`config.mk`:
```
export PLATFORM = sky130hd
export DESIGN_NAME = five_point_heat_stencil
export DESIGN_NICKNAME = d
export VERILOG_FILES = /design/src/design/fphs_pkg.sv /design/src/design/fphs_ram.sv /design/src/design/fphs_cfg.sv /design/src/design/fphs_gather.sv /design/src/design/fphs_div5.sv /design/src/design/five_point_heat_stencil.sv
export SDC_FILE = /design/constraint.sdc
export NUM_CORES = 2
export LEC_CHECK = 0
export BUFFER_PORTS_ARGS = -buffer_cell sky130_fd_sc_hd__buf_2
export CORE_ASPECT_RATIO = 0.7
export CORE_MARGIN = 5
export CORE_UTILIZATION = 58
export CTS_CLUSTER_DIAMETER = 40
export DETAILED_ROUTE_END_ITERATION = 6
export PLACE_DENSITY_LB_ADDON = 0.1
export SLEW_MARGIN = 10
export SYNTH_ARGS = -nofsm -noshare
export SYNTH_HDL_FRONTEND = slang
export SYNTH_HIERARCHICAL = 1
export SYNTH_SLANG_ARGS = --single-unit
```
`constraint.sdc`:
```
create_clock -name clk -period 5.5 [get_ports clk]
set_clock_uncertainty 0.2 [all_clocks]
set_input_delay 0.275 -clock clk [delete_from_list [all_inputs] [get_ports clk]]
set_output_delay 0.275 -clock clk [all_outputs]
set_load 0.05 [all_outputs]
```
`src/design/fphs_pkg.sv`:
```
// ----------------------------------------------------------------------------
// fphs_pkg
// Shared types and constants of the five-point heat stencil.
// ----------------------------------------------------------------------------
package fphs_pkg;

	localparam int SIDE_W   = 6;
	localparam int CMP_W    = SIDE_W + 1;
	localparam int SMP_W    = 16;
	localparam int WORD_W   = 2 * SMP_W;
	localparam int SUM_W    = 19;
	localparam int MUL_W    = 20;
	localparam int PADDR_W  = 2;
	localparam int PDATA_W  = 32;

	localparam logic [SIDE_W-1:0]  GRID_SIDE_RESET = 6'd32;
	localparam logic [PADDR_W-1:0] REG_GRID_SIDE   = 2'd0;

	// floor(v / 5) = (v * DIV5_MUL) >> DIV5_SHIFT for every v below 2**22
	localparam logic [MUL_W-1:0] DIV5_MUL   = 20'd838861;
	localparam int               DIV5_SHIFT = 22;
	localparam logic [SUM_W-1:0] ROUND_BIAS = 19'd2;

	typedef struct packed {
		logic has_up;
		logic has_left;
		logic has_right;
		logic down_center;
	} fphs_nbr_t;

endpackage

```
`src/design/fphs_ram.sv`:
```
// ----------------------------------------------------------------------------
// fphs_ram
// Generic RAM: one write port, two read ports, registered read data.
// ----------------------------------------------------------------------------
module fphs_ram #(
	parameter int WIDTH = 32,
	parameter int DEPTH = 32
) (
	input  logic                                   clk,
	input  logic                                   wr_en,
	input  logic [((DEPTH > 1) ? $clog2(DEPTH) : 1)-1:0] wr_addr,
	input  logic [WIDTH-1:0]                       wr_data,
	input  logic                                   rd_en,
	input  logic [((DEPTH > 1) ? $clog2(DEPTH) : 1)-1:0] rd_addr_a,
	input  logic [((DEPTH > 1) ? $clog2(DEPTH) : 1)-1:0] rd_addr_b,
	output logic [WIDTH-1:0]                       rd_data_a,
	output logic [WIDTH-1:0]                       rd_data_b
);

	logic [WIDTH-1:0] mem [DEPTH];

	always_ff @(posedge clk) begin
		if (wr_en) begin
			mem[wr_addr] <= wr_data;
		end
		if (rd_en) begin
			rd_data_a <= mem[rd_addr_a];
			rd_data_b <= mem[rd_addr_b];
		end
	end

endmodule

```
`src/design/fphs_cfg.sv`:
```
// ----------------------------------------------------------------------------
// fphs_cfg
// Register port: holds grid_side, clamps it to a usable side, flags writes.
// ----------------------------------------------------------------------------
module fphs_cfg #(
	parameter int MAX_SIDE = 32
) (
	input  logic                          clk,
	input  logic                          arst_n,
	input  logic                          psel,
	input  logic                          penable,
	input  logic                          pwrite,
	input  logic [fphs_pkg::PADDR_W-1:0]  paddr,
	input  logic [fphs_pkg::PDATA_W-1:0]  pwdata,
	output logic [fphs_pkg::PDATA_W-1:0]  prdata,
	output logic [fphs_pkg::SIDE_W-1:0]   side,
	output logic                          restart
);
	import fphs_pkg::*;

	localparam logic [SIDE_W-1:0] MAX_SIDE_V = SIDE_W'(MAX_SIDE);

	logic [SIDE_W-1:0] grid_side_q;
	logic              wr_hit;

	assign wr_hit  = psel && penable && pwrite && (paddr == REG_GRID_SIDE);
	assign restart = wr_hit;

	always_ff @(posedge clk or negedge arst_n) begin
		if (!arst_n) begin
			grid_side_q <= GRID_SIDE_RESET;
		end else if (wr_hit) begin
			grid_side_q <= pwdata[SIDE_W-1:0];
		end
	end

	always_comb begin
		if (grid_side_q == '0) begin
			side = SIDE_W'(1);
		end else if (grid_side_q > MAX_SIDE_V) begin
			side = MAX_SIDE_V;
		end else begin
			side = grid_side_q;
		end
	end

	always_comb begin
		unique case (paddr)
			REG_GRID_SIDE: prdata = PDATA_W'(grid_side_q);
			default:       prdata = '0;
		endcase
	end

endmodule

```
`src/design/fphs_gather.sv`:
```
// ----------------------------------------------------------------------------
// fphs_gather
// Picks the five stencil taps from row data, bypass, the left tap and the
// down input, applies the replicate border and forms the rounded sum.
// ----------------------------------------------------------------------------
module fphs_gather (
	input  logic [fphs_pkg::WORD_W-1:0] rd_a,
	input  logic [fphs_pkg::WORD_W-1:0] rd_b,
	input  logic                        byp_a,
	input  logic                        byp_b,
	input  logic [fphs_pkg::WORD_W-1:0] byp_data,
	input  logic [fphs_pkg::SMP_W-1:0]  prev_center,
	input  logic [fphs_pkg::SMP_W-1:0]  down_in,
	input  fphs_pkg::fphs_nbr_t         nbr,
	output logic [fphs_pkg::SMP_W-1:0]  center,
	output logic [fphs_pkg::SUM_W-1:0]  sum
);
	import fphs_pkg::*;

	logic [WORD_W-1:0] word_a;
	logic [WORD_W-1:0] word_b;
	logic [SMP_W-1:0]  up;
	logic [SMP_W-1:0]  left;
	logic [SMP_W-1:0]  right;
	logic [SMP_W-1:0]  down;

	assign word_a = byp_a ? byp_data : rd_a;
	assign word_b = byp_b ? byp_data : rd_b;

	assign center = word_a[WORD_W-1:SMP_W];
	assign up     = nbr.has_up      ? word_a[SMP_W-1:0]        : center;
	assign right  = nbr.has_right   ? word_b[WORD_W-1:SMP_W]   : center;
	assign left   = nbr.has_left    ? prev_center              : center;
	assign down   = nbr.down_center ? center                   : down_in;

	assign sum = SUM_W'(center) + SUM_W'(up) + SUM_W'(left) + SUM_W'(right)
		+ SUM_W'(down) + ROUND_BIAS;

endmodule

```
`src/design/fphs_div5.sv`:
```
// ----------------------------------------------------------------------------
// fphs_div5
// Divide by five through a reciprocal multiply.
// ----------------------------------------------------------------------------
module fphs_div5 (
	input  logic [fphs_pkg::SUM_W-1:0] sum,
	output logic [fphs_pkg::SMP_W-1:0] quotient
);
	import fphs_pkg::*;

	logic [SUM_W+MUL_W-1:0] prod;

	assign prod     = (SUM_W+MUL_W)'(sum) * (SUM_W+MUL_W)'(DIV5_MUL);
	assign quotient = prod[DIV5_SHIFT +: SMP_W];

endmodule

```
`src/design/five_point_heat_stencil.sv`:
```
// ----------------------------------------------------------------------------
// five_point_heat_stencil
// One Jacobi five-point sweep over a square grid streamed in raster order.
// ----------------------------------------------------------------------------
// Samples enter on in_valid/in_stall, one per transfer, row by row. Each
// result on out_valid/out_stall is the rounded mean of a cell and its four
// neighbours, with a replicate border. Result (i,j) follows input (i+1,j);
// the first row gives no result. The last input of a frame also drains the
// whole final row: grid_side + 1 results (one for a one-cell grid), with
// frame_end on the last one. run_end marks the last result caused by one
// input. Each result passes the stage 1, stage 2 and output registers. One
// sample is taken per cycle while in_stall is low; the row RAM has a single
// write port and two read ports. The final-row drain holds in_stall high
// while it issues the final row. grid_side is written on the register port
// at byte address 0 and restarts the frame. After reset grid_side is 32 and
// the frame starts at row 0, column 0. A stalled output holds its result;
// the pipeline behind it keeps filling until full and then raises in_stall.
// ----------------------------------------------------------------------------
module five_point_heat_stencil #(
	parameter int MAX_SIDE = 32
) (
	input  logic                          clk,
	input  logic                          arst_n,
	input  logic                          psel,
	input  logic                          penable,
	input  logic                          pwrite,
	input  logic [fphs_pkg::PADDR_W-1:0]  paddr,
	input  logic [fphs_pkg::PDATA_W-1:0]  pwdata,
	output logic [fphs_pkg::PDATA_W-1:0]  prdata,
	output logic                          pready,
	input  logic                          in_valid,
	output logic                          in_stall,
	input  logic [fphs_pkg::SMP_W-1:0]    sample,
	output logic                          out_valid,
	input  logic                          out_stall,
	output logic [fphs_pkg::SMP_W-1:0]    averaged,
	output logic                          run_end,
	output logic                          frame_end
);
	import fphs_pkg::*;

	localparam int IDX_W = (MAX_SIDE > 1) ? $clog2(MAX_SIDE) : 1;

	logic [SIDE_W-1:0] side;
	logic              restart;
	logic [CMP_W-1:0]  side_x;

	logic [IDX_W-1:0]  row_q;
	logic [IDX_W-1:0]  col_q;
	logic              drain_q;
	logic [IDX_W-1:0]  drain_col_q;

	logic              valid_s1;
	logic              emit_s1;
	logic              wr_s1;
	logic              run_end_s1;
	logic              frame_end_s1;
	logic [IDX_W-1:0]  col_s1;
	logic [SMP_W-1:0]  x_s1;
	fphs_nbr_t         nbr_s1;
	logic              byp_a_s1;
	logic              byp_b_s1;
	logic [WORD_W-1:0] byp_data_s1;
	logic [SMP_W-1:0]  prev_center_q;

	logic              valid_s2;
	logic [SUM_W-1:0]  sum_s2;
	logic              run_end_s2;
	logic              frame_end_s2;

	logic              out_valid_q;
	logic [SMP_W-1:0]  averaged_q;
	logic              run_end_q;
	logic              frame_end_q;

	logic              out_free;
	logic              s2_free;
	logic              s2_mv;
	logic              s1_mv;
	logic              s1_free;
	logic              in_acc;
	logic              drain_issue;
	logic              load_s1;

	logic              col_last;
	logic              row_last;
	logic              drain_last;
	logic [IDX_W-1:0]  issue_col;
	logic [IDX_W-1:0]  issue_col_p1;
	logic              right_ok;
	logic [IDX_W-1:0]  rd_addr_a;
	logic [IDX_W-1:0]  rd_addr_b;
	logic              wr_en;
	logic [WORD_W-1:0] wr_data;
	logic [WORD_W-1:0] rd_data_a;
	logic [WORD_W-1:0] rd_data_b;
	logic [SMP_W-1:0]  center;
	logic [SUM_W-1:0]  sum;
	logic [SMP_W-1:0]  quotient;

	fphs_cfg #(
		.MAX_SIDE (MAX_SIDE)
	) u_cfg (
		.clk     (clk),
		.arst_n  (arst_n),
		.psel    (psel),
		.penable (penable),
		.pwrite  (pwrite),
		.paddr   (paddr),
		.pwdata  (pwdata),
		.prdata  (prdata),
		.side    (side),
		.restart (restart)
	);

	assign pready = 1'b1;
	assign side_x = CMP_W'(side);

	// handshake and pipeline advance
	assign out_free    = !out_valid_q || !out_stall;
	assign s2_free     = !valid_s2 || out_free;
	assign s2_mv       = valid_s2 && out_free;
	assign s1_mv       = valid_s1 && (!emit_s1 || s2_free);
	assign s1_free     = !valid_s1 || s1_mv;
	assign in_stall    = drain_q || !s1_free;
	assign in_acc      = in_valid && !in_stall;
	assign drain_issue = drain_q && s1_free;
	assign load_s1     = in_acc || drain_issue;

	assign col_last   = (CMP_W'(col_q) + CMP_W'(1)) == side_x;
	assign row_last   = (CMP_W'(row_q) + CMP_W'(1)) == side_x;
	assign drain_last = (CMP_W'(drain_col_q) + CMP_W'(1)) == side_x;

	assign issue_col    = drain_q ? drain_col_q : col_q;
	assign issue_col_p1 = issue_col + IDX_W'(1);
	assign right_ok     = (CMP_W'(issue_col) + CMP_W'(1)) < side_x;
	assign rd_addr_a    = issue_col;
	assign rd_addr_b    = right_ok ? issue_col_p1 : issue_col;

	assign wr_en   = s1_mv && wr_s1;
	assign wr_data = {x_s1, center};

	fphs_ram #(
		.WIDTH (WORD_W),
		.DEPTH (MAX_SIDE)
	) u_ram (
		.clk       (clk),
		.wr_en     (wr_en),
		.wr_addr   (col_s1),
		.wr_data   (wr_data),
		.rd_en     (load_s1),
		.rd_addr_a (rd_addr_a),
		.rd_addr_b (rd_addr_b),
		.rd_data_a (rd_data_a),
		.rd_data_b (rd_data_b)
	);

	fphs_gather u_gather (
		.rd_a        (rd_data_a),
		.rd_b        (rd_data_b),
		.byp_a       (byp_a_s1),
		.byp_b       (byp_b_s1),
		.byp_data    (byp_data_s1),
		.prev_center (prev_center_q),
		.down_in     (x_s1),
		.nbr         (nbr_s1),
		.center      (center),
		.sum         (sum)
	);

	fphs_div5 u_div5 (
		.sum      (sum_s2),
		.quotient (quotient)
	);

	// frame position and final-row drain
	always_ff @(posedge clk or negedge arst_n) begin
		if (!arst_n) begin
			row_q       <= '0;
			col_q       <= '0;
			drain_q     <= 1'b0;
			drain_col_q <= '0;
		end else if (restart) begin
			row_q       <= '0;
			col_q       <= '0;
			drain_q     <= 1'b0;
			drain_col_q <= '0;
		end else begin
			if (in_acc) begin
				if (col_last) begin
					col_q <= '0;
					row_q <= row_last ? '0 : row_q + IDX_W'(1);
				end else begin
					col_q <= col_q + IDX_W'(1);
				end
				if (col_last && row_last) begin
					drain_q     <= 1'b1;
					drain_col_q <= '0;
				end
			end
			if (drain_issue) begin
				if (drain_last) begin
					drain_q <= 1'b0;
				end else begin
					drain_col_q <= drain_col_q + IDX_W'(1);
				end
			end
		end
	end

	// stage 1: row data read
	always_ff @(posedge clk or negedge arst_n) begin
		if (!arst_n) begin
			valid_s1 <= 1'b0;
		end else if (load_s1) begin
			valid_s1 <= 1'b1;
		end else if (s1_mv) begin
			valid_s1 <= 1'b0;
		end
	end

	always_ff @(posedge clk) begin
		if (load_s1) begin
			col_s1                <= issue_col;
			x_s1                  <= sample;
			byp_a_s1              <= wr_en && (col_s1 == rd_addr_a);
			byp_b_s1              <= wr_en && (col_s1 == rd_addr_b);
			byp_data_s1           <= wr_data;
			nbr_s1.has_left       <= issue_col != '0;
			nbr_s1.has_right      <= right_ok;
			nbr_s1.down_center    <= drain_q;
			if (drain_q) begin
				emit_s1          <= 1'b1;
				wr_s1            <= 1'b0;
				run_end_s1       <= drain_last;
				frame_end_s1     <= drain_last;
				nbr_s1.has_up    <= side_x >= CMP_W'(2);
			end else begin
				emit_s1          <= row_q != '0;
				wr_s1            <= 1'b1;
				run_end_s1       <= !(col_last && row_last);
				frame_end_s1     <= 1'b0;
				nbr_s1.has_up    <= CMP_W'(row_q) >= CMP_W'(2);
			end
		end
		if (s1_mv) begin
			prev_center_q <= center;
		end
	end

	// stage 2: rounded sum
	always_ff @(posedge clk or negedge arst_n) begin
		if (!arst_n) begin
			valid_s2 <= 1'b0;
		end else if (s1_mv && emit_s1) begin
			valid_s2 <= 1'b1;
		end else if (s2_mv) begin
			valid_s2 <= 1'b0;
		end
	end

	always_ff @(posedge clk) begin
		if (s1_mv && emit_s1) begin
			sum_s2       <= sum;
			run_end_s2   <= run_end_s1;
			frame_end_s2 <= frame_end_s1;
		end
	end

	// output register
	always_ff @(posedge clk or negedge arst_n) begin
		if (!arst_n) begin
			out_valid_q <= 1'b0;
		end else if (s2_mv) begin
			out_valid_q <= 1'b1;
		end else if (!out_stall) begin
			out_valid_q <= 1'b0;
		end
	end

	always_ff @(posedge clk) begin
		if (s2_mv) begin
			averaged_q  <= quotient;
			run_end_q   <= run_end_s2;
			frame_end_q <= frame_end_s2;
		end
	end

	assign out_valid = out_valid_q;
	assign averaged  = averaged_q;
	assign run_end   = run_end_q;
	assign frame_end = frame_end_q;

endmodule

```
* Yosys cells after proc, flatten, opt, wreduce, memory -nomap -nowiden *
Memory sizes are Yosys's and may differ from the RTL's. A register that Yosys moved wholly into a read port is not among the register bits.
Cells that the tools add are included.
Widths: inputs -> output; s select.

storage, ports and cells
  bits in registers = 143
  bits in writable memories = 1,024
  input bits = 57
  output and inout bits = 53
  word-level logic and storage cells = 127
  memories = 1

memory list
  memory     words  bits a word  rd ports  clocked after memory_dff  wr ports  line            RTL
  u_ram.mem  32     32           2         2                         1         fphs_ram.sv:20  logic [WIDTH-1:0] mem [DEPTH];

operators by class
  $add $sub $neg = 13
  multiply operators = 1
  $lt $le $gt $ge = 4
  equal/unequal tests = 6
  multiplexer cells = 39
  reduce and logical (&&, ||, !) cells = 35

operators with widths
  operator                number
  $mux 5                  14
  $mux 16                 4
  $mux 32                 2
  $add 19x16->19          3
  $mul 19x20->38 const B  1
  $add 5x1->6 const B     4
  $add 5x1->5 const B     4
  $add 19x2->19 const B   1
  $eq 6x6->1              3
  $mux 6                  3
  $add 16x16->17          1
  $mux 1                  16
  $logic_and 1x1->1       12
  $eq 5x5->1              2
  $reduce_bool 5->1       2
  $logic_not 1->1         8
  $reduce_bool 2->1       4
  $ge 6x2->1 const B      1
  $gt 6x6->1 const B      1
  $logic_not 6->1         1
  $logic_or 1x1->1        6
  $lt 6x6->1              1
  $ge 5x2->1 const B      1
  $logic_not 2->1         1
  2 further kinds         2

* Longest topological paths before layout *
  depth in word-level cells = 14
  gate-level depth with buffers = 21
  mapped depth without buffers = 21

* Modules after synthesis *
Netlist, hierarchy kept.

modules (own cells, without submodules)
  module                   instances  cells an instance  area each (µm²)  sequential area each (µm²)
  fphs_ram                 1          3,450              50,711.1         32,671.3
  five_point_heat_stencil  1          359                5,564.1          4,018.9
  fphs_div5                1          564                5,256.3          0.0
  fphs_gather              1          437                3,347.0          0.0
  fphs_cfg                 1          56                 564.3            151.4

* Worst setup path before layout *
Ideal clock, no wire load.

  path type = register -> register
  from = reg sum_s2[8]
  to = reg averaged_q[13], in the netlist averaged[13] (data pin)
  setup time = 0.258 ns
  arrival time = 5.282 ns
  data required time = 5.042 ns
  path slack = -0.240 ns
  stages on the path, launching flop included = 21
  path buffers = 0
  clock period less this slack = 5.740 ns
  path through = edfxtp_1 inv_1 ha_1 fa_1 inv_1 fa_1 inv_1 fa_1 inv_1 fa_1 inv_1 fa_1 inv_1 ha_1 nand4_2 or3_1 nor3_1 nor3_2 o31ai_2 a21oi_1 xnor2_1

on the way
  longest elaborated chain between the ends = 1

RTL lines
  element                   line                            RTL
  start: declaration        five_point_heat_stencil.sv:67   logic [SUM_W-1:0] sum_s2;
  start signal: assignment  five_point_heat_stencil.sv:264  sum_s2 <= sum;
  $mul 19x20->38            fphs_div5.sv:13                 assign prod = (SUM_W+MUL_W)'(sum) * (SUM_W+MUL_W)'(DIV5_MUL);
  net quotient[13]          five_point_heat_stencil.sv:99   logic [SMP_W-1:0] quotient;
  end signal: assignment    five_point_heat_stencil.sv:283  averaged_q <= quotient;
  end: declaration          five_point_heat_stencil.sv:72   logic [SMP_W-1:0] averaged_q;

The timed path passes the listed nets, and every way through them passes these cells.
A chain may end at the register's enable or synchronous reset.

* Final worst setup path *
  from = reg sum_s2[5]
  to = reg averaged_q[10], in the netlist averaged[10] (data pin)

Same word-level chain as after synthesis.

==> flow_summary.yaml <==
global_routing:
  track_usage: 0.306
  grt_pass1_wl_um: 250000
  antenna_found_initial: 1
  grt_pass1_vias: 36818
  grt_overflow_total: 0
  grt_max_degree: 123
setup_path:
  slowest_delay_ps: 560
  rrSetupSlack_ps: -240
  critPathBufInv: 6
  crit_path_end_kind: "flip-flop"
  crit_end: "averaged[10]"
  worstPathArrival_ps: 6030
  r2r_end: "averaged[10]"
  r2r_cells: 21
  cp_data_required_time_ps: 5790
  crit_slowest_cell: "fa_2"
  critPathKind: "flip-flop to flip-flop"
  path_max_fanout: 4
  worst_setup_path_start_kind: "flip-flop"
  crit_family: "adder cells"
  crit_start: "sum_s2[5]"
  critical_path_depth: 21
  path_cells: "buf_4 -> ha_4 -> ha_4 -> fa_2 -> inv_2 -> fa_1 -> inv_1 -> fa_1 -> inv_1 -> fa_1 -> inv_1 -> ha_4 -> a21oi_4 -> o211ai_4 -> a2111oi_4 -> buf_4 -> o31a_1 -> o21ai_4 -> a21oi_2 -> o21ai_1 -> xor2_1"
  r2r-start: "sum_s2[5]"
floorplanning:
  dieHeight_um: 281
  die_area_um2: 111000
  initial_utilization: 0.584
  pin_count: 110
  core_um2: 104000
  die_w_um: 397
  rows: 99
timing:
  setup_violations: 9
  hold_viol: 0
  fin_tns_setup_ps: -1590
  min_period_over_period: 1.04
  min_period_ps: 5740
  max_freq_ghz: 0.174
  rsz0062_at_grt: "yes"
  worst_slack_ps: -237
  timing.slew.headroom: 0.228
  tightest_slew_ps: 1160
  slew_violations: 0
cells_and_area:
  multi_input_area_um2: 22200
  design_area_um2: 69300
  final_core_util: 0.666
  nets: 4922
  drive_above_1_share: 0.155
  area_growth_pct: 14.1
  regArea_um2: 36400
  num-fill-cells: 7440
min_path:
  hold_path_class: "input pin to flip-flop"
route:
  antenna_left: 0
  drtIter0Drc: 4485
  routed_wl_um: 171000
  wl_per_cell_um: 28.3
  drt-vias-per-instance: 6.29
  vias: 37871
  firstDrtPassIters: 6
  route.detailed.drc: 0
clock_network:
  cts_tree: "built"
  clkLatencyLatePin_ps: 760
  clk_path_buf_depth: 3
  clk_pin_slew_ps: 60
  cts_buffers: 139
  h-tree-depth: 4
  cts.sinks: 1215
  root_buffer: "clkbuf_16"
run_status:
  violations: "negative setup slack"
  outcome: "finished, violations left"
job:
  drv_cap: 0
placement:
  dpl.hpwl_um: 101000
  gp_congestion: 0.894
  port_buffers: 56
  place_area_um2: 63800
  dpl_worst_slack_ps: -344
yosys:
  synth_area_um2: 60800
  synth.avg_cell_area_um2: 14.1
  yosysWarnings: 6
  synth_cells: 4307
==> flip-flops by register name, summed over array words and instances (netlist names), 5 cells and up <==
signal	flops
u_ram/mem	1024
byp_data_s1	32
u_ram/rd_data_a	32
sum_s2	19
averaged	16
prev_center_q	16
u_ram/rd_data_b	16
x_s1	16
u_cfg/grid_side_q	6
col_q	5
col_s1	5
drain_col_q	5
row_q	5
==> layer usage <==
| layer | wire (µm) | track usage | vias up | part of all wire |
|---|---|---|---|---|
| met1 | 76500 | 0.479 | 19159 | 0.45 |
| met2 | 71300 | 0.433 | 1945 | 0.42 |
| met3 | 18400 | 0.0647 | 257 | 0.11 |
| met4 | 4380 | 0.0930 | 0 | 0.026 |
| li1 | - | - | 16510 | - |
| met5 | 0 | 0 | - | 0 |
==> per-stage QoR <==
step | hold WS, ps | std cells
floorplan | -221 | 4332
global placement | 133 | 5717
global route | 43.9 | 6024
finish | 54.3 | 6025
detailed placement | 124 | 5717
CTS | 3.51 | 6013
==> worst min path at each step <==
stage / to / startpoint / slack (ps) / cells after the start
global placement: col_q[1] / arst_n / 130 / 1
finish: x_s1[2] / sample[2] / 50 / 2
floorplan: col_q[0] / arst_n / -220 / 0
CTS: x_s1[3] / sample[3] / 4 / 2
global route: x_s1[1] / sample[1] / 40 / 2
detailed placement: col_q[0] / arst_n / 120 / 1
==> cells in the final DEF, fill, tap and decap left out, drive strengths merged, types with 24 or more instances in the layout <==
cell type	n
a31oi	53
nand2	213
dfrtp	24
mux2i	825
dlygate4sd3	43
edfxtp	1190
mux2	24
buf	315
nor3	63
fa	147
inv	361
a21oi	204
clkinv	58
ha	164
clkbuf	163
o21ai	58
a22oi	146
nor2	77
conb	27
xnor2	52
nand3	163
a22o	97
==> cell type report <==
class / count / share of cell area
Antenna cell: 2 / 0.0000722
Inverter: 348 / 0.0190
Tap cell: 1363 / 0.0246
Sequential cell: 1215 / 0.525
Timing Repair Buffer: 358 / 0.0462
Multi-Input combinational cell: 2492 / 0.321
Clock buffer: 163 / 0.0529
Clock inverter: 84 / 0.0119
==> timing repair <==
| action | in CTS | in global routing |
|---|---|---|
| hold endpoints to repair | 76 | 0 |
| resized for setup | 31 | 62 |
| endpoints found under the setup margin | 15 | 20 |
| hold buffers | 44 | 0 |
| setup buffers | 5 | 10 |
| pin swaps | 15 | 35 |
| cloned | 0 | 0 |
Power is left out: the tool's default activity adds up to more than one toggle a clock period on the data nets, which glitch-free logic cannot reach.
